File: src/rtl/core/assert_macros.svh
`ifndef ASSERT_MACROS_SVH
`define ASSERT_MACROS_SVH

// Concurrent assertion on an explicit clock and active-low reset.
`define ASSERT_RST(lbl, clk, rstn, prop, msg) \
  lbl: assert property (@(posedge clk) disable iff (!rstn) prop) else $error(msg);

// Concurrent assertion on the block's own clock and reset.
`define ASSERT_STD(lbl, prop, msg) \
  `ASSERT_RST(lbl, clk_i, rst_ni, prop, msg)

`endif

File: src/rtl/core/srr_pkg.sv
package srr_pkg;

  localparam int SEQ_NUM_W   = 8;
  localparam int PAYLOAD_W   = 64;
  localparam int ACK_NUM_W   = 8;

  localparam int DEF_WINDOW       = 8;
  localparam int DEF_SEQ_BITS     = 8;
  localparam int DEF_PAYLOAD_BITS = 64;

  typedef struct packed {
    logic load;
    logic eval;
    logic step;
    logic sel_ack;
  } srr_cmd_t;

  typedef struct packed {
    logic in_win;
    logic hit;
    logic cur_valid;
  } srr_sts_t;

endpackage

File: src/rtl/core/srr_if.sv
interface srr_pkt_if import srr_pkg::*; ();
  logic                 valid;
  logic                 ready;
  logic [SEQ_NUM_W-1:0] seq_num;
  logic [PAYLOAD_W-1:0] payload_word;

  modport source (output valid, output seq_num, output payload_word, input ready);
  modport sink   (input valid, input seq_num, input payload_word, output ready);
endinterface

interface srr_res_if import srr_pkg::*; ();
  logic                 valid;
  logic                 ready;
  logic                 kind;
  logic [ACK_NUM_W-1:0] ack_num;
  logic [PAYLOAD_W-1:0] data_word;
  logic                 last;

  modport source (output valid, output kind, output ack_num, output data_word,
                  output last, input ready);
  modport sink   (input valid, input kind, input ack_num, input data_word,
                  input last, output ready);
endinterface

File: src/rtl/core/srr_ctrl.sv
module srr_ctrl import srr_pkg::*; (
  input  logic     clk_i,
  input  logic     rst_ni,
  input  logic     in_valid_i,
  output logic     in_ready_o,
  output logic     out_valid_o,
  input  logic     out_ready_i,
  input  srr_sts_t sts_i,
  output srr_cmd_t cmd_o
);

  typedef enum logic [2:0] {
    S_IDLE,
    S_EVAL,
    S_READ,
    S_DLV,
    S_ACK
  } state_e;

  state_e state_q;
  logic   in_ready_q;
  logic   out_valid_q;
  logic   kind_q;

  always_ff @(posedge clk_i or negedge rst_ni) begin
    if (!rst_ni) begin
      state_q     <= S_IDLE;
      in_ready_q  <= 1'b1;
      out_valid_q <= 1'b0;
      kind_q      <= 1'b0;
    end else begin
      unique case (state_q)
        S_IDLE: begin
          if (in_valid_i && in_ready_q) begin
            state_q    <= S_EVAL;
            in_ready_q <= 1'b0;
          end
        end
        S_EVAL: begin
          if (sts_i.in_win && sts_i.hit) begin
            state_q <= S_READ;
          end else begin
            state_q     <= S_ACK;
            out_valid_q <= 1'b1;
            kind_q      <= 1'b1;
          end
        end
        S_READ: begin
          out_valid_q <= 1'b1;
          if (sts_i.cur_valid) begin
            state_q <= S_DLV;
            kind_q  <= 1'b0;
          end else begin
            state_q <= S_ACK;
            kind_q  <= 1'b1;
          end
        end
        S_DLV: begin
          if (out_ready_i) begin
            state_q     <= S_READ;
            out_valid_q <= 1'b0;
          end
        end
        S_ACK: begin
          if (out_ready_i) begin
            state_q     <= S_IDLE;
            out_valid_q <= 1'b0;
            in_ready_q  <= 1'b1;
          end
        end
        default: begin
          state_q     <= S_IDLE;
          in_ready_q  <= 1'b1;
          out_valid_q <= 1'b0;
        end
      endcase
    end
  end

  assign in_ready_o  = in_ready_q;
  assign out_valid_o = out_valid_q;

  // A slot is drained only while the scan finds it valid; the scan stops otherwise.
  assign cmd_o.load    = in_valid_i && in_ready_q;
  assign cmd_o.eval    = (state_q == S_EVAL);
  assign cmd_o.step    = (state_q == S_READ) && sts_i.cur_valid;
  assign cmd_o.sel_ack = kind_q;

endmodule

File: src/rtl/core/srr_dpath.sv
module srr_dpath import srr_pkg::*; #(
  parameter int WINDOW       = DEF_WINDOW,
  parameter int SEQ_BITS     = DEF_SEQ_BITS,
  parameter int PAYLOAD_BITS = DEF_PAYLOAD_BITS
) (
  input  logic                 clk_i,
  input  logic                 rst_ni,
  input  srr_cmd_t             cmd_i,
  output srr_sts_t             sts_o,
  input  logic [SEQ_NUM_W-1:0] seq_num_i,
  input  logic [PAYLOAD_W-1:0] payload_word_i,
  output logic                 kind_o,
  output logic [ACK_NUM_W-1:0] ack_num_o,
  output logic [PAYLOAD_W-1:0] data_word_o,
  output logic                 last_o
);

  localparam int IDXW = $clog2(WINDOW);
  localparam logic [IDXW-1:0] IDX_LAST = IDXW'(WINDOW - 1);

  logic [SEQ_BITS-1:0]     seq_q;
  logic [PAYLOAD_BITS-1:0] word_q;
  logic [SEQ_BITS-1:0]     exp_q;
  logic [IDXW-1:0]         exp_idx_q;
  logic [WINDOW-1:0]       valid_q;
  logic [PAYLOAD_BITS-1:0] slot_mem_q [WINDOW];
  logic [PAYLOAD_BITS-1:0] rd_q;

  logic [SEQ_BITS+SEQ_NUM_W-1:0]  seq_ext;
  logic [SEQ_BITS-1:0]            seq_in;
  logic [SEQ_BITS-1:0]            offset;
  logic [IDXW:0]                  idx_sum;
  logic [IDXW:0]                  idx_red;
  logic [IDXW-1:0]                wr_idx;
  logic [SEQ_BITS+ACK_NUM_W-1:0]  ack_ext;
  logic [PAYLOAD_BITS+PAYLOAD_W-1:0] data_ext;

  assign seq_ext = {{SEQ_BITS{1'b0}}, seq_num_i};
  assign seq_in  = seq_ext[SEQ_BITS-1:0];

  assign offset       = seq_q - exp_q;
  assign sts_o.in_win = ({{(32 - SEQ_BITS){1'b0}}, offset} < 32'(WINDOW));
  assign sts_o.hit    = (offset == '0);
  assign sts_o.cur_valid = valid_q[exp_idx_q];

  // Ring slot of seq_q, derived from the slot of the expected number. When the
  // number space wrapped inside the window, seq_q is below WINDOW and is its own slot.
  assign idx_sum = (IDXW+1)'(exp_idx_q) + (IDXW+1)'(offset);
  assign idx_red = (idx_sum >= (IDXW+1)'(WINDOW)) ? idx_sum - (IDXW+1)'(WINDOW) : idx_sum;
  assign wr_idx  = (seq_q < exp_q) ? IDXW'(seq_q) : idx_red[IDXW-1:0];

  always_ff @(posedge clk_i) begin
    if (cmd_i.load) begin
      seq_q  <= seq_in;
      word_q <= payload_word_i[PAYLOAD_BITS-1:0];
    end
  end

  always_ff @(posedge clk_i) begin
    if (cmd_i.eval && sts_o.in_win) begin
      slot_mem_q[wr_idx] <= word_q;
    end
    if (cmd_i.step) begin
      rd_q <= slot_mem_q[exp_idx_q];
    end
  end

  always_ff @(posedge clk_i or negedge rst_ni) begin
    if (!rst_ni) begin
      valid_q   <= '0;
      exp_q     <= '0;
      exp_idx_q <= '0;
    end else begin
      if (cmd_i.eval && sts_o.in_win) begin
        valid_q[wr_idx] <= 1'b1;
      end
      if (cmd_i.step) begin
        valid_q[exp_idx_q] <= 1'b0;
        exp_q              <= exp_q + 1'b1;
        // The slot index restarts at the end of the ring and whenever the expected number wraps to zero.
        if (exp_q == '1 || exp_idx_q == IDX_LAST) begin
          exp_idx_q <= '0;
        end else begin
          exp_idx_q <= exp_idx_q + 1'b1;
        end
      end
    end
  end

  assign ack_ext  = {{ACK_NUM_W{1'b0}}, seq_q};
  assign data_ext = {{PAYLOAD_W{1'b0}}, rd_q};

  assign kind_o      = cmd_i.sel_ack;
  assign last_o      = cmd_i.sel_ack;
  assign ack_num_o   = cmd_i.sel_ack ? ack_ext[ACK_NUM_W-1:0] : '0;
  assign data_word_o = cmd_i.sel_ack ? '0 : data_ext[PAYLOAD_W-1:0];

endmodule

File: src/rtl/core/selective_repeat_receiver_top.sv
// Selective-repeat receiver.
// Packets enter on pkt_i (seq_num, payload_word); results leave on res_o
// (kind, ack_num, data_word, last), both valid/ready channels where a beat
// moves when valid and ready are high at a rising edge.
// A packet whose number falls inside the receive window is stored in its ring
// slot. A packet carrying the expected number then releases the run of
// consecutive stored words, one delivery beat each (kind 0, in order). Every
// packet ends with one acknowledgement beat (kind 1, last 1) with its number.
// One packet is handled at a time. A packet that releases nothing goes from the
// evaluation state straight to its ack beat; a packet that releases words
// alternates a registered slot read and a delivery beat for each word, then
// gives its ack beat. Delivery is paced by the controller stepping through the
// slot memory, one registered read per delivered word.
// A stalled res_o holds the current beat and the block takes no packet until
// the ack beat has gone. Reset clears all slot valid bits and the expected
// number; the slot memory itself is not cleared and needs no sweep.
module selective_repeat_receiver_top import srr_pkg::*; #(
  parameter int WINDOW       = DEF_WINDOW,
  parameter int SEQ_BITS     = DEF_SEQ_BITS,
  parameter int PAYLOAD_BITS = DEF_PAYLOAD_BITS
) (
  input  logic  clk_i,
  input  logic  rst_ni,
  srr_pkt_if.sink   pkt_i,
  srr_res_if.source res_o
);

  `include "assert_macros.svh"

  srr_cmd_t cmd;
  srr_sts_t sts;

  srr_ctrl u_ctrl (
    .clk_i       (clk_i),
    .rst_ni      (rst_ni),
    .in_valid_i  (pkt_i.valid),
    .in_ready_o  (pkt_i.ready),
    .out_valid_o (res_o.valid),
    .out_ready_i (res_o.ready),
    .sts_i       (sts),
    .cmd_o       (cmd)
  );

  srr_dpath #(
    .WINDOW       (WINDOW),
    .SEQ_BITS     (SEQ_BITS),
    .PAYLOAD_BITS (PAYLOAD_BITS)
  ) u_dpath (
    .clk_i          (clk_i),
    .rst_ni         (rst_ni),
    .cmd_i          (cmd),
    .sts_o          (sts),
    .seq_num_i      (pkt_i.seq_num),
    .payload_word_i (pkt_i.payload_word),
    .kind_o         (res_o.kind),
    .ack_num_o      (res_o.ack_num),
    .data_word_o    (res_o.data_word),
    .last_o         (res_o.last)
  );

  `ASSERT_STD(a_no_accept_while_busy, pkt_i.ready |-> !res_o.valid, "packet taken while busy")
  `ASSERT_STD(a_step_needs_valid, cmd.step |-> sts.cur_valid, "drained an empty slot")
  `ASSERT_STD(a_hit_delivers, (cmd.eval && sts.hit) |=> sts.cur_valid, "expected slot empty")
  `ASSERT_STD(a_delivery_not_last, (res_o.valid && !res_o.kind) |-> !pkt_i.ready, "delivery beside packet")

endmodule
File: src/flat_wrapper.sv
// flat-port wrapper written by rule: the top's interface ports become plain ports
module selective_repeat_receiver_top_flat import srr_pkg::*;
#(
  parameter int WINDOW       = DEF_WINDOW,
  parameter int SEQ_BITS     = DEF_SEQ_BITS,
  parameter int PAYLOAD_BITS = DEF_PAYLOAD_BITS
)
  (clk_i, rst_ni, pkt_i_valid, pkt_i_seq_num, pkt_i_payload_word, pkt_i_ready, res_o_valid, res_o_kind, res_o_ack_num, res_o_data_word, res_o_last, res_o_ready);
  srr_pkt_if pkt_i_i ();
  srr_res_if res_o_i ();
  input  logic clk_i;
  input  logic rst_ni;
  input wire logic [$bits(pkt_i_i.valid)-1:0] pkt_i_valid;
  input wire logic [$bits(pkt_i_i.seq_num)-1:0] pkt_i_seq_num;
  input wire logic [$bits(pkt_i_i.payload_word)-1:0] pkt_i_payload_word;
  output wire logic [$bits(pkt_i_i.ready)-1:0] pkt_i_ready;
  output wire logic [$bits(res_o_i.valid)-1:0] res_o_valid;
  output wire logic [$bits(res_o_i.kind)-1:0] res_o_kind;
  output wire logic [$bits(res_o_i.ack_num)-1:0] res_o_ack_num;
  output wire logic [$bits(res_o_i.data_word)-1:0] res_o_data_word;
  output wire logic [$bits(res_o_i.last)-1:0] res_o_last;
  input wire logic [$bits(res_o_i.ready)-1:0] res_o_ready;
  assign pkt_i_i.valid = pkt_i_valid;
  assign pkt_i_i.seq_num = pkt_i_seq_num;
  assign pkt_i_i.payload_word = pkt_i_payload_word;
  assign pkt_i_ready = pkt_i_i.ready;
  assign res_o_valid = res_o_i.valid;
  assign res_o_kind = res_o_i.kind;
  assign res_o_ack_num = res_o_i.ack_num;
  assign res_o_data_word = res_o_i.data_word;
  assign res_o_last = res_o_i.last;
  assign res_o_i.ready = res_o_ready;
  selective_repeat_receiver_top #(.WINDOW(WINDOW), .SEQ_BITS(SEQ_BITS), .PAYLOAD_BITS(PAYLOAD_BITS)) u_core (.clk_i(clk_i), .rst_ni(rst_ni), .pkt_i(pkt_i_i), .res_o(res_o_i));
endmodule
File: config.mk
export PLATFORM = sky130hd
export DESIGN_NAME = selective_repeat_receiver_top_flat
export DESIGN_NICKNAME = d
export VERILOG_FILES = /design/src/rtl/core/srr_pkg.sv /design/src/rtl/core/srr_if.sv /design/src/rtl/core/srr_ctrl.sv /design/src/rtl/core/srr_dpath.sv /design/src/rtl/core/selective_repeat_receiver_top.sv /design/src/flat_wrapper.sv
export VERILOG_INCLUDE_DIRS = /design/src /design/src/rtl/core
export SDC_FILE = /design/constraint.sdc
export NUM_CORES = 1
export LEC_CHECK = 0
export ABC_AREA = 1
export BUFFER_PORTS_ARGS = -buffer_cell sky130_fd_sc_hd__buf_4
export CORE_UTILIZATION = 40
export CTS_CLUSTER_DIAMETER = 100
export CTS_CLUSTER_SIZE = 20
export DETAILED_ROUTE_END_ITERATION = 12
export SYNTH_ARGS = -nofsm -noshare
export SYNTH_HDL_FRONTEND = slang
export SYNTH_HIERARCHICAL = 1
export SYNTH_SLANG_ARGS = --single-unit
File: constraint.sdc
create_clock -name clk_i -period 5.3 [get_ports clk_i]
set_input_delay 0.53 -clock clk_i [delete_from_list [all_inputs] [get_ports clk_i]]
set_output_delay 0.53 -clock clk_i [all_outputs]
set_load 0.1 [all_outputs]
==> impl_results.md, run 1 <==
* Area growth, synth to finish at 11.66%
* Worst r2r src: u_core/u_dpath/exp_q[0]
* Worst-Skew Late Latency at 570 ps
* Failing checks: design-rule violations
* FMAX at 269.7 MHz
* Via Count at 14920
* Post-synthesis cell area at 26030 um2
* First-iteration detailed-routing DRC count at 1342
* Cell accounting for the most synthesized area: edfxtp_1
* Routed WL at 56500 um
* Clock sinks at 673
* Num rows at 93
* Crit Reg-Reg Endpoint: u_core/u_dpath/slot_mem_q[6][38]
* Tot GR Track Use at 16.99%
* Pwr Total at 0.01128 W
* Ys async rst share at 3.715%
* Critical path arrival at 3890 ps
* Worst min path class: input port to flop
* Avg WL per Cell at 19.28 um
* Initial core utilization at 40.45%
* DRC errors left at 2
* Crit path kind: flop to flop
* Post-synth EDFFs at 648
* Critical Path Start Type: flop
* Final setup viols at 0
* Die Ht at 257.1 um
* Max IR drop VDD at 0.2480 mV
* Hold_sp: pkt_i_payload_word[55]
* Vias per cell at 5.091
* Fin. Hold Viols at 0
* Global-route wire length before repair at 87240 um
* Worst path required time at 5480 ps
* Largest net degree at the start of global routing at 235
* Slew HR at 26.02%
* Tightest Pin Transition at 1110 ps
* Gpl congestion at 0.7847
* Final Max Tran Viols at 0
* Initial antenna violation count at 0
* Post-synthesis register bit count at 673
* Die W at 257.1 um
* Clock Path Buffers at 3
* Final worst path period need at 3708 ps
* Pwr/cell area at 388.2 nW/um2
* CORE AREA at 64350 um2
* Syn. warnings at 6
* Synth area leaders: edfxtp_1 75%, nor2_1 7.7%, o21ai_0 5.1%
* Status: finished with violations
* Main synth FF type: edfxtp_1
* Gr ovfl total at 0
* Worst-path clk slew at 90 ps
* Setup_tns at 0 ps
* Setup Buffers After CTS at 0
* Total CTS buffers at 39
* Count leader, synth: edfxtp_1
* Mean Syn Cell Area at 13.27 um2
* Antenna Nets Post-Route at 0
* Min-Delay Endpoint: u_core/u_dpath/word_q[55]
* Root Buffer: clkbuf_16
* Vias in the first global route at 15000
* Crit path capture type: flop
* Die area at 66100 um2
* Nets at 2158
* Max_cap viols at 0
* IO buf count at 151
* Setup Skew at 19.11 ps
* Ant diodes at 0
* Mapped Nets at 2051
* Yosys cell types at 37
* Fin crit share at 69.96%
* Top-area cell type share of the netlist area at 74.75%
* CTS tree: built
* H-tree Lvls at 2
* Sequential-to-total area share from yosys stat at 77.16%
* Static leakage at 10.31 nW
* I/O pin cnt at 152
* Synth cell count leaders: 648 x edfxtp_1, 533 x nor2_1, 266 x o21ai_0
* Critical-path maximum fanout at 64
* R2R setup slack at 1590 ps
* Initial DRT Pass Iterations at 9
* Hold path cells at 1
* RSZ-0062 raised after global routing: false
* Synth Instances at 1961
* Share of layout cells above drive strength 1 at 12.04%
* HPWL Detailed at 30110 um
* R2R depth at 13
==> how the worst max path moves through the flow <==
| stage | start | cells after the start | endpoint | slack (ps) |
|---|---|---|---|---|
| after global routing | u_core/u_dpath/seq_q[0] | 14 | u_core/u_dpath/slot_mem_q[6][32] | 1290 |
| after global placement | u_core/u_dpath/exp_q[0] | 13 | u_core/u_dpath/slot_mem_q[6][34] | 1640 |
| after detailed placement | u_core/u_dpath/exp_q[0] | 12 | u_core/u_dpath/slot_mem_q[5][53] | 1600 |
| after floorplan | u_core/u_dpath/exp_q[0] | 11 | u_core/u_dpath/slot_mem_q[4][0] | 80 |
| after CTS | u_core/u_dpath/exp_q[0] | 12 | u_core/u_dpath/slot_mem_q[5][40] | 1570 |
| final | u_core/u_dpath/exp_q[0] | 13 | u_core/u_dpath/slot_mem_q[6][38] | 1590 |
==> critical path, stage by stage, from the launching register on <==
cell,delay (ps)
dfrtp_1,430
ha_1,200
inv_1,100
fa_1,460
fa_1,440
xnor2_1,240
nand2_1,90
nand2_1,80
nand2_1,60
nand2_1,70
nand2_1,120
nor2_1,130
nand2_2,100
inv_4,780
==> cells by family after synthesis <==
family,synth area share [%]
simple gates,10.33
flops,77.16
compound gates,7.825
buf+inv,3.648
fa+ha+maj,0.7306
xor+xnor,0.3028
==> what timing repair did <==
action | in CTS | in global routing
resized for setup | 0 | 0
endpoints found under the hold margin | 24 | 0
hold buffers | 1 | 0
==> placed cells by master, fill, tap and decap left out, types with 10 or more instances in the layout <==
cell type / instances
buf_4: 160
clkbuf_16: 41
dfrtp_1: 22
edfxtp_1: 648
ha_1: 12
inv_1: 119
nand2_1: 92
nand2_2: 10
nand3_1: 23
nor2_1: 529
o2111ai_1: 64
o21ai_0: 266
==> area by class of cell <==
| type | count | area [um2] |
|---|---|---|
| Inverter | 133 | 525.5 |
| Clock inverter | 2 | 11.26 |
| Sequential cell | 673 | 20090 |
| Tap cell | 855 | 1070 |
| Clock buffer | 47 | 1049 |
| Timing Repair Buffer | 165 | 1291 |
| Fill cell | 5729 | 35280 |
| Multi-Input combinational cell | 1056 | 5026 |
==> routing by layer <==
metal | GRT usage [%] | vias up | wire length (um)
li1 | - | 7087 | -
met1 | 23.44 | 7418 | 25580
met2 | 28.27 | 349 | 27010
met3 | 2.502 | 67 | 2837
met4 | 4.167 | 0 | 1075
met5 | 0 | - | 0
==> per-stage QoR <==
step | hold WS (ps) | worst slack [ps] | cells | area (um2) | utilization (%)
detailed placement | 468.9 | 1595 | 2881 | 28000 | 43.51
global route | 90.10 | 1293 | 2931 | 29070 | 45.17
floorplan | 234.4 | 79.77 | 1961 | 26030 | -
global placement | 458.8 | 1644 | 2881 | 28000 | 43.51
CTS | 85.64 | 1574 | 2931 | 29070 | 45.17
finish | 127.6 | 1592 | 2931 | 29070 | 45.17
==> where the power goes <==
group	total (W)	switching, W	internal (W)
Combinational	0.00191	0.00155	0.000357
Sequential	0.00638	0.000293	0.00608
Clock	0.00300	0.00160	0.00140
Total	0.0113	0.00345	0.00784
==> flip-flops by register name, summed over array words and instances (netlist names) <==
register,count
u_core/u_dpath/slot_mem_q,512
u_core/u_dpath/rd_q,64
u_core/u_ctrl/out_valid_o,1
u_core/u_dpath/exp_q,8
u_core/u_dpath/seq_q,8
u_core/u_ctrl/in_ready_o,1
u_core/u_dpath/valid_q,8
u_core/u_dpath/exp_idx_q,3
u_core/u_dpath/word_q,64
u_core/u_ctrl/state_q,3
u_core/u_ctrl/kind_q,1
Note: power is estimated with default switching activity, not from simulation.
==> inputs of run 2 (changes only) <==
==> constraint.sdc (replaced) <==
create_clock -name clk_i -period 2.97 [get_ports clk_i]
set_input_delay 0.297 -clock clk_i [delete_from_list [all_inputs] [get_ports clk_i]]
set_output_delay 0.297 -clock clk_i [all_outputs]
set_load 0.1 [all_outputs]
==> run 2 against run 1 <==
Against the previous run: the run ends with negative setup slack left; global-route usage up 0.79 points; register-to-register slack worse by 1600 ps; setup slack worse by 1600 ps; critical path depth up 3; routed wire length up 8.9%; combinational power up 93%; largest power group unchanged; highest routed layer unchanged.
==> impl_results.md, run 2 (same netlist as run 1, synthesis figures left out) <==
* Status: finished with violations
* Failing checks: negative setup slack
* Hold path cells at 4 (+3)
* Num rows at 93 (unchanged)
* Via Count at 15830 (+6.1%)
* Tightest Pin Transition at 1049 ps (-60.95 ps)
* Ant diodes at 0 (unchanged)
* Max FFs per register at 512 (unchanged)
* Crit path kind: flop to flop
* Global-route wire length before repair at 90620 um (+3.9%)
* Initial DRT Pass Iterations at 5 (-4)
* R2R setup slack at -50 ps (-1650 ps)
* Static leakage at 11.25 nW (+9.1%)
* Critical Path Start Type: flop
* Worst path required time at 3250 ps (-2230 ps)
* CTS tree: built
* Vias in the first global route at 15280 (+1.9%)
* Slew HR at 30.08% (+4.1 points)
* CORE AREA at 64350 um2 (unchanged)
* Crit Reg-Reg Endpoint: u_core/u_dpath/slot_mem_q[1][32]
* Die W at 257.1 um (unchanged)
* Clock sinks at 673 (unchanged)
* Max IR drop VDD at 0.4054 mV (+63%)
* Final setup viols at 198 (+198)
* Nets at 2314 (+7.2%)
* Initial core utilization at 40.45% (unchanged)
* RSZ-0062 raised after global routing: true
* Tot GR Track Use at 17.79% (+0.79 points)
* Antenna Nets Post-Route at 0 (unchanged)
* FMAX at 330.7 MHz (+23%)
* Max_cap viols at 0 (unchanged)
* Setup Skew at 34.51 ps (+15.39 ps)
* Hold_sp: res_o_ready
* Pwr/cell area at 654.8 nW/um2 (+69%)
* Worst-Skew Late Latency at 590 ps (+20 ps)
* Critical-path maximum fanout at 8 (-88%)
* Final Non-Filler Cells at 3097 (+5.7%)
* Root Buffer: clkbuf_16
* Critical path arrival at 3300 ps (-590 ps)
* Final Max Tran Viols at 0 (unchanged)
* Avg WL per Cell at 19.86 um (+3.0%)
* Crit path capture type: flop
* Final WS setup at -54.30 ps (-1647 ps)
* Fillers at 5486 (-4.2%)
* Register with the most flip-flops: u_core/u_dpath/slot_mem_q
* H-tree Lvls at 2 (unchanged)
* Pre-CTS setup slack at -47.62 ps (-1643 ps)
* Inst Count DP at 2923 (+1.5%)
* HPWL Detailed at 34110 um (+13%)
* Gr ovfl total at 0 (unchanged)
* Vias per cell at 5.110 (+0.38%)
* Area growth, synth to finish at 20.47%
* Worst r2r src: u_core/u_dpath/seq_q[0]
* I/O pin cnt at 152 (unchanged)
* Fin. Hold Viols at 0 (unchanged)
* Largest net degree at the start of global routing at 174 (-26%)
* Worst min path class: input port to flop
* Final hold slack at 71.13 ps (-56.43 ps)
* Share of layout cells above drive strength 1 at 15.79% (+3.7 points)
* Die area at 66100 um2 (unchanged)
* Final worst path period need at 3024 ps (-683.4 ps)
* Gpl congestion at 0.8145 (+3.8%)
* R2R depth at 16 (+3)
* Top Registers: u_core/u_dpath/slot_mem_q: 512 flops, u_core/u_dpath/rd_q: 64 flops, u_core/u_dpath/word_q: 64 flops
* Total CTS buffers at 40 (+2.6%)
* IO buf count at 151 (unchanged)
* Min-Delay Endpoint: u_core/u_ctrl/state_q[0]
* Clock Path Buffers at 3 (unchanged)
* DRC errors left at 0 (-2)
* Initial antenna violation count at 0 (unchanged)
* First-iteration detailed-routing DRC count at 1483 (+11%)
* Die Ht at 257.1 um (unchanged)
* Most common cell after layout, fill and taps aside: edfxtp_1
* Setup_tns at -4800 ps (-4800 ps)
* Most frequent cells in the layout: 648 x edfxtp_1, 525 x nor2_1, 266 x o21ai_0
* Routed WL at 61520 um (+8.9%)
* Fin crit share at 101.8% (+32 points)
* Worst-path clk slew at 80 ps (about the same)
[run 2: changes by cell type in the layout (fill, tap and decap cells not counted), moves of 5 or more]
| cell | delta |
|---|---|
| buf_12 | +28 |
| buf_16 | +6 |
| buf_4 | +18 |
| buf_6 | +11 |
| clkbuf_1 | +8 |
| clkbuf_16 | +15 |
| dlygate4sd3_1 | +72 |
| inv_4 | -5 |
| nand2_1 | -7 |
| nand2_2 | +6 |
[run 2: repair_timing]
item                                   in CTS  in global routing
pin swaps                                   0                  6
setup buffers                               8                 11
endpoints found under the hold margin      97                  0
cloned                                      4                 20
resized for setup                          14                 20
hold buffers                               73                  0
setup endpoints to repair                 244                510
[run 2: cell type report]
cell class	instances	area, um2	share of cell area, %
Tap cell	855	1070	3.411
Multi-Input combinational cell	1056	5086	16.22
Sequential cell	673	20090	64.07
Timing Repair Buffer	320	3457	11.02
Inverter	133	536.8	1.712
Clock inverter	6	62.56	0.1995
Clock buffer	54	1054	3.360
[run 2: report_power, final]
part	internal (W)	switching [W]	leakage [nW]
combinational	0.000758	0.00293	4.54
clock	0.00252	0.00298	0.538
sequential	0.0109	0.000496	6.18
[run 2: critical path, cell delays in order (launching register included)]
cell and delay (ps):
edfxtp_1 380, inv_1 70, ha_2 160, inv_2 40
fa_2 450, fa_2 420, xnor2_2 160, nand2_1 70
nand2_1 70, nand2_1 60, nand2_2 80, nand2_2 70
nor2_2 100, nand2_2 90, clkinvlp_4 170, buf_6 150
clkbuf_16 160
[run 2: worst max path at each step]
stage,slack [ps],to,startpoint
2_1_floorplan,-430,u_core/u_dpath/slot_mem_q[1][0],u_core/u_dpath/exp_q[0]
3_3_place_gp,-80,u_core/u_dpath/slot_mem_q[2][23],u_core/u_dpath/seq_q[0]
3_5_place_dp,-50,u_core/u_dpath/slot_mem_q[2][23],u_core/u_dpath/seq_q[0]
4_1_cts,-50,u_core/u_dpath/slot_mem_q[6][44],u_core/u_dpath/seq_q[0]
5_1_grt,-220,u_core/u_dpath/slot_mem_q[1][32],u_core/u_dpath/seq_q[0]
6_report,-50,u_core/u_dpath/slot_mem_q[1][32],u_core/u_dpath/seq_q[0]
[run 2: stage by stage]
stage | area, um2 | total power [W] | util (%)
2_1_floorplan | 26140 | 0.01413 | -
3_3_place_gp | 28650 | 0.01514 | 44.52
3_5_place_dp | 28650 | 0.01518 | 44.52
4_1_cts | 30740 | 0.02071 | 47.76
5_1_grt | 31360 | 0.02121 | 48.73
6_report | 31360 | 0.02054 | 48.73
[run 2: metal layers]
metal / vias to the layer above / GRT usage (%) / wire (um)
met4: 0 / 3.786 / 890
met2: 447 / 28.98 / 29810
li1: 7431 / - / -
met1: 7892 / 25.50 / 27610
met3: 56 / 2.335 / 3204
met5: - / 0 / 0
==> inputs of run 3 (changes only) <==
--- a/config.mk
+++ b/config.mk
@@ -12,7 +12,7 @@
 export CTS_CLUSTER_DIAMETER = 100
 export CTS_CLUSTER_SIZE = 20
 export DETAILED_ROUTE_END_ITERATION = 12
+export PLACE_DENSITY = 0.64
 export SYNTH_ARGS = -nofsm -noshare
 export SYNTH_HDL_FRONTEND = slang
-export SYNTH_HIERARCHICAL = 1
 export SYNTH_SLANG_ARGS = --single-unit
==> run 3 against run 2 <==
Against the previous run: the run still ends with negative setup slack left; routed wire length rose by 3.7%; die area grew 0.32%; synthesized area grew 0.32%; first-iteration DRC count up 16%; worst hold slack better by 86 ps.
==> impl_results.md, run 3 <==
* Status: finished with violations
* Failing checks: negative setup slack
* Crit path capture type: flop
* Antenna Nets Post-Route at 0 (unchanged)
* Max FFs per register at 512 (unchanged)
* H-tree Lvls at 2 (unchanged)
* Cell Area, Placed at 28720 um2 (+0.26%)
* Share of layout cells above drive strength 1 at 16.26% (+0.47 points)
* Gr ovfl total at 0 (unchanged)
* FMAX at 323.9 MHz (-2.0%)
* Worst path required time at 3290 ps (+40 ps)
* Synth area leaders: edfxtp_1 75%, nor2_1 7.6%, o21ai_0 4.9%
* CTS tree: built
* R2R setup slack at -120 ps (-60 ps)
* Synth Instances at 1972 (+0.56%)
* Cell accounting for the most synthesized area: edfxtp_1
* Final Instance Area at 32010 um2 (+2.1%)
* Critical Path Start Type: flop
* Critical-path maximum fanout at 7 (-1)
* First-iteration detailed-routing DRC count at 1719 (+16%)
* Largest net degree at the start of global routing at 120 (-31%)
* I/O pin cnt at 152 (unchanged)
* Most common cell after layout, fill and taps aside: edfxtp_1
* Die Ht at 257.5 um (+0.16%)
* Clock sinks at 673 (unchanged)
* Clock Path Buffers at 3 (unchanged)
* Routed WL at 63820 um (+3.7%)
* RSZ-0062 raised after global routing: true
* Worst-path clk slew at 90 ps (about the same)
* Setup Skew at 32.37 ps (-2.132 ps)
* Pwr/cell area at 571.3 nW/um2 (-13%)
* Final Max Tran Viols at 0 (unchanged)
* Sequential-to-total area share from yosys stat at 76.92% (-0.24 points)
* Final worst path period need at 3088 ps (+63.21 ps)
* Avg WL per Cell at 20.39 um (+2.7%)
* Final WS setup at -117.5 ps (-63.21 ps)
* Initial DRT Pass Iterations at 5 (unchanged)
* Final setup viols at 410 (+110%)
* Register with the most flip-flops: u_core.u_dpath.slot_mem_q
* Root Buffer: clkbuf_16
* Post-synth EDFFs at 648 (unchanged)
* CORE AREA at 64460 um2 (+0.18%)
* Num rows at 93 (unchanged)
* Slew HR at 33.53% (+3.4 points)
* Final Non-Filler Cells at 3130 (+1.1%)
* Static leakage at 11.49 nW (+2.1%)
* IO buf count at 151 (unchanged)
* Synth cell count leaders: 648 x edfxtp_1, 527 x nor2_1, 256 x o21ai_0
* Worst min path class: input port to asynchronous set/reset pin
* Vias per cell at 5.163 (+1.0%)
* Pwr Total at 0.01828 W (-11%)
* Tightest Pin Transition at 997.1 ps (-51.67 ps)
* Mapped Nets at 2063 (+0.59%)
* Mean Syn Cell Area at 13.24 um2 (-0.24%)
* Gpl congestion at 0.8157 (+0.15%)
* Max_cap viols at 0 (unchanged)
* Setup_tns at -19800 ps (-15000 ps)
* Nets at 2346 (+1.4%)
* DRC errors left at 0 (unchanged)
* Inst Count DP at 2934 (+0.38%)
* Main synth FF type: edfxtp_1
* Global-route wire length before repair at 94450 um (+4.2%)
* Initial antenna violation count at 0 (unchanged)
* Total CTS buffers at 41 (+2.5%)
* Ys async rst share at 3.715% (unchanged)
* R2R depth at 16 (unchanged)
* Tot GR Track Use at 18.46% (+0.68 points)
* Initial core utilization at 40.51% (+0.055 points)
* Final core utilization at 49.65% (+0.92 points)
* Top-area cell type share of the netlist area at 74.51% (-0.24 points)
* Fin crit share at 104.0% (+2.1 points)
* Via Count at 16160 (+2.1%)
* Max IR drop VDD at 0.5179 mV (+28%)
* Vias in the first global route at 15780 (+3.3%)
* Ant diodes at 0 (unchanged)
* Most frequent cells in the layout: 648 x edfxtp_1, 519 x nor2_1, 256 x o21ai_0
* Area growth, synth to finish at 22.56%
* Fin. Hold Viols at 0 (unchanged)
* Post-synthesis cell area at 26110 um2 (+0.32%)
* Crit path kind: flop to flop
* Syn. warnings at 0 (-6)
* Top Registers: u_core.u_dpath.slot_mem_q: 512 flops, u_core.u_dpath.rd_q: 64 flops, u_core.u_dpath.word_q: 64 flops
* Crit Reg-Reg Endpoint: u_core.u_dpath.slot_mem_q[5][60]
* HPWL Detailed at 35380 um (+3.7%)
* Yosys cell types at 39 (+5.4%)
* Die area at 66310 um2 (+0.32%)
* Worst r2r src: u_core.u_dpath.seq_q[0]
* Die W at 257.5 um (+0.16%)
* Worst-Skew Late Latency at 600 ps (about the same)
* Critical path arrival at 3410 ps (+110 ps)
* Count leader, synth: edfxtp_1
* Post-synthesis register bit count at 673 (unchanged)
==> run 3: cell count changes in the layout (fill, tap and decap cells not counted), sizes merged, moves of 4 or more <==
cell      before  now
inv          127  135
o21ai        268  260
o211ai         1    5
clkinvlp       5    0
nor3           9   16
buf          231  239
nand3         25   33
clkbuf        70   79
nand2        103  108
nor2         537  532
==> run 3: worst max path at each step <==
| stage | from | end | slack (ps) | depth (start not counted) |
|---|---|---|---|---|
| after detailed placement | u_core.u_dpath.seq_q[0] | u_core.u_dpath.slot_mem_q[3][19] | -120 | 14 |
| after global placement | u_core.u_dpath.seq_q[0] | u_core.u_dpath.slot_mem_q[3][19] | -40 | 14 |
| after floorplan | u_core.u_dpath.seq_q[0] | u_core.u_dpath.slot_mem_q[4][0] | -480 | 13 |
| after global routing | u_core.u_dpath.seq_q[0] | u_core.u_dpath.slot_mem_q[2][20] | -270 | 15 |
| final | u_core.u_dpath.seq_q[0] | u_core.u_dpath.slot_mem_q[5][60] | -120 | 16 |
| after CTS | u_core.u_dpath.seq_q[0] | u_core.u_dpath.slot_mem_q[5][62] | -110 | 15 |
==> run 3: worst max-delay path, cell delays in order (launching register included) <==
cell,delay [ps]
edfxtp_1,420
inv_2,110
ha_4,140
inv_2,30
fa_2,450
fa_2,400
xnor2_2,160
inv_1,80
nand2_1,50
nand2_1,70
nand2_1,60
nand2_2,130
nand2_4,90
nor2_4,150
buf_12,170
buf_12,120
clkbuf_16,150
==> run 3: power breakdown <==
part | switching (W) | internal [W]
combinational | 0.000865 | 0.000415
sequential | 0.000381 | 0.0109
clock | 0.00305 | 0.00266
==> run 3: kinds of logic after synthesis <==
kind of cell             share of synthesized area, %
adder cells (fa/ha/maj)                        0.7762
AND/OR/NAND/NOR                                 10.80
AO/OA/AOI/OAI                                   7.695
buffers and inverters                           3.541
flip-flops                                      76.92
XOR/XNOR                                       0.2683
==> run 3: per-layer routing <==
metal | vias up | track usage [%] | part of all wire (%)
met5 | - | 0 | 0
met2 | 489 | 31.30 | 50
met1 | 8068 | 25.50 | 43
met3 | 64 | 2.226 | 5.4
met4 | 0 | 4.109 | 1.4
li1 | 7540 | - | -
==> run 3: area by class of cell <==
class                           count  area (um2)
Clock buffer                       56        1104
Clock inverter                      7       92.59
Fill cell                        5520       32460
Inverter                          133       513.0
Multi-Input combinational cell   1070        5214
Sequential cell                   673       20090
Tap cell                          855        1070
Timing Repair Buffer              336        3920
==> run 3: metrics by stage <==
stage	worst slack, ps	hold WS (ps)
floorplan	-479.6	1.409
global placement	-38.50	230.4
detailed placement	-120.8	237.5
CTS	-107.1	162.2
global route	-268.1	183.3
finish	-117.5	156.8
==> run 3: repair_timing <==
item | CTS | global route
setup buffers | 20 | 9
pin swaps | 4 | 4
endpoints found under the setup margin | 490 | 512
endpoints found under the hold margin | 98 | 0
resized for setup | 32 | 28
cloned | 11 | 24
hold buffers | 74 | 0
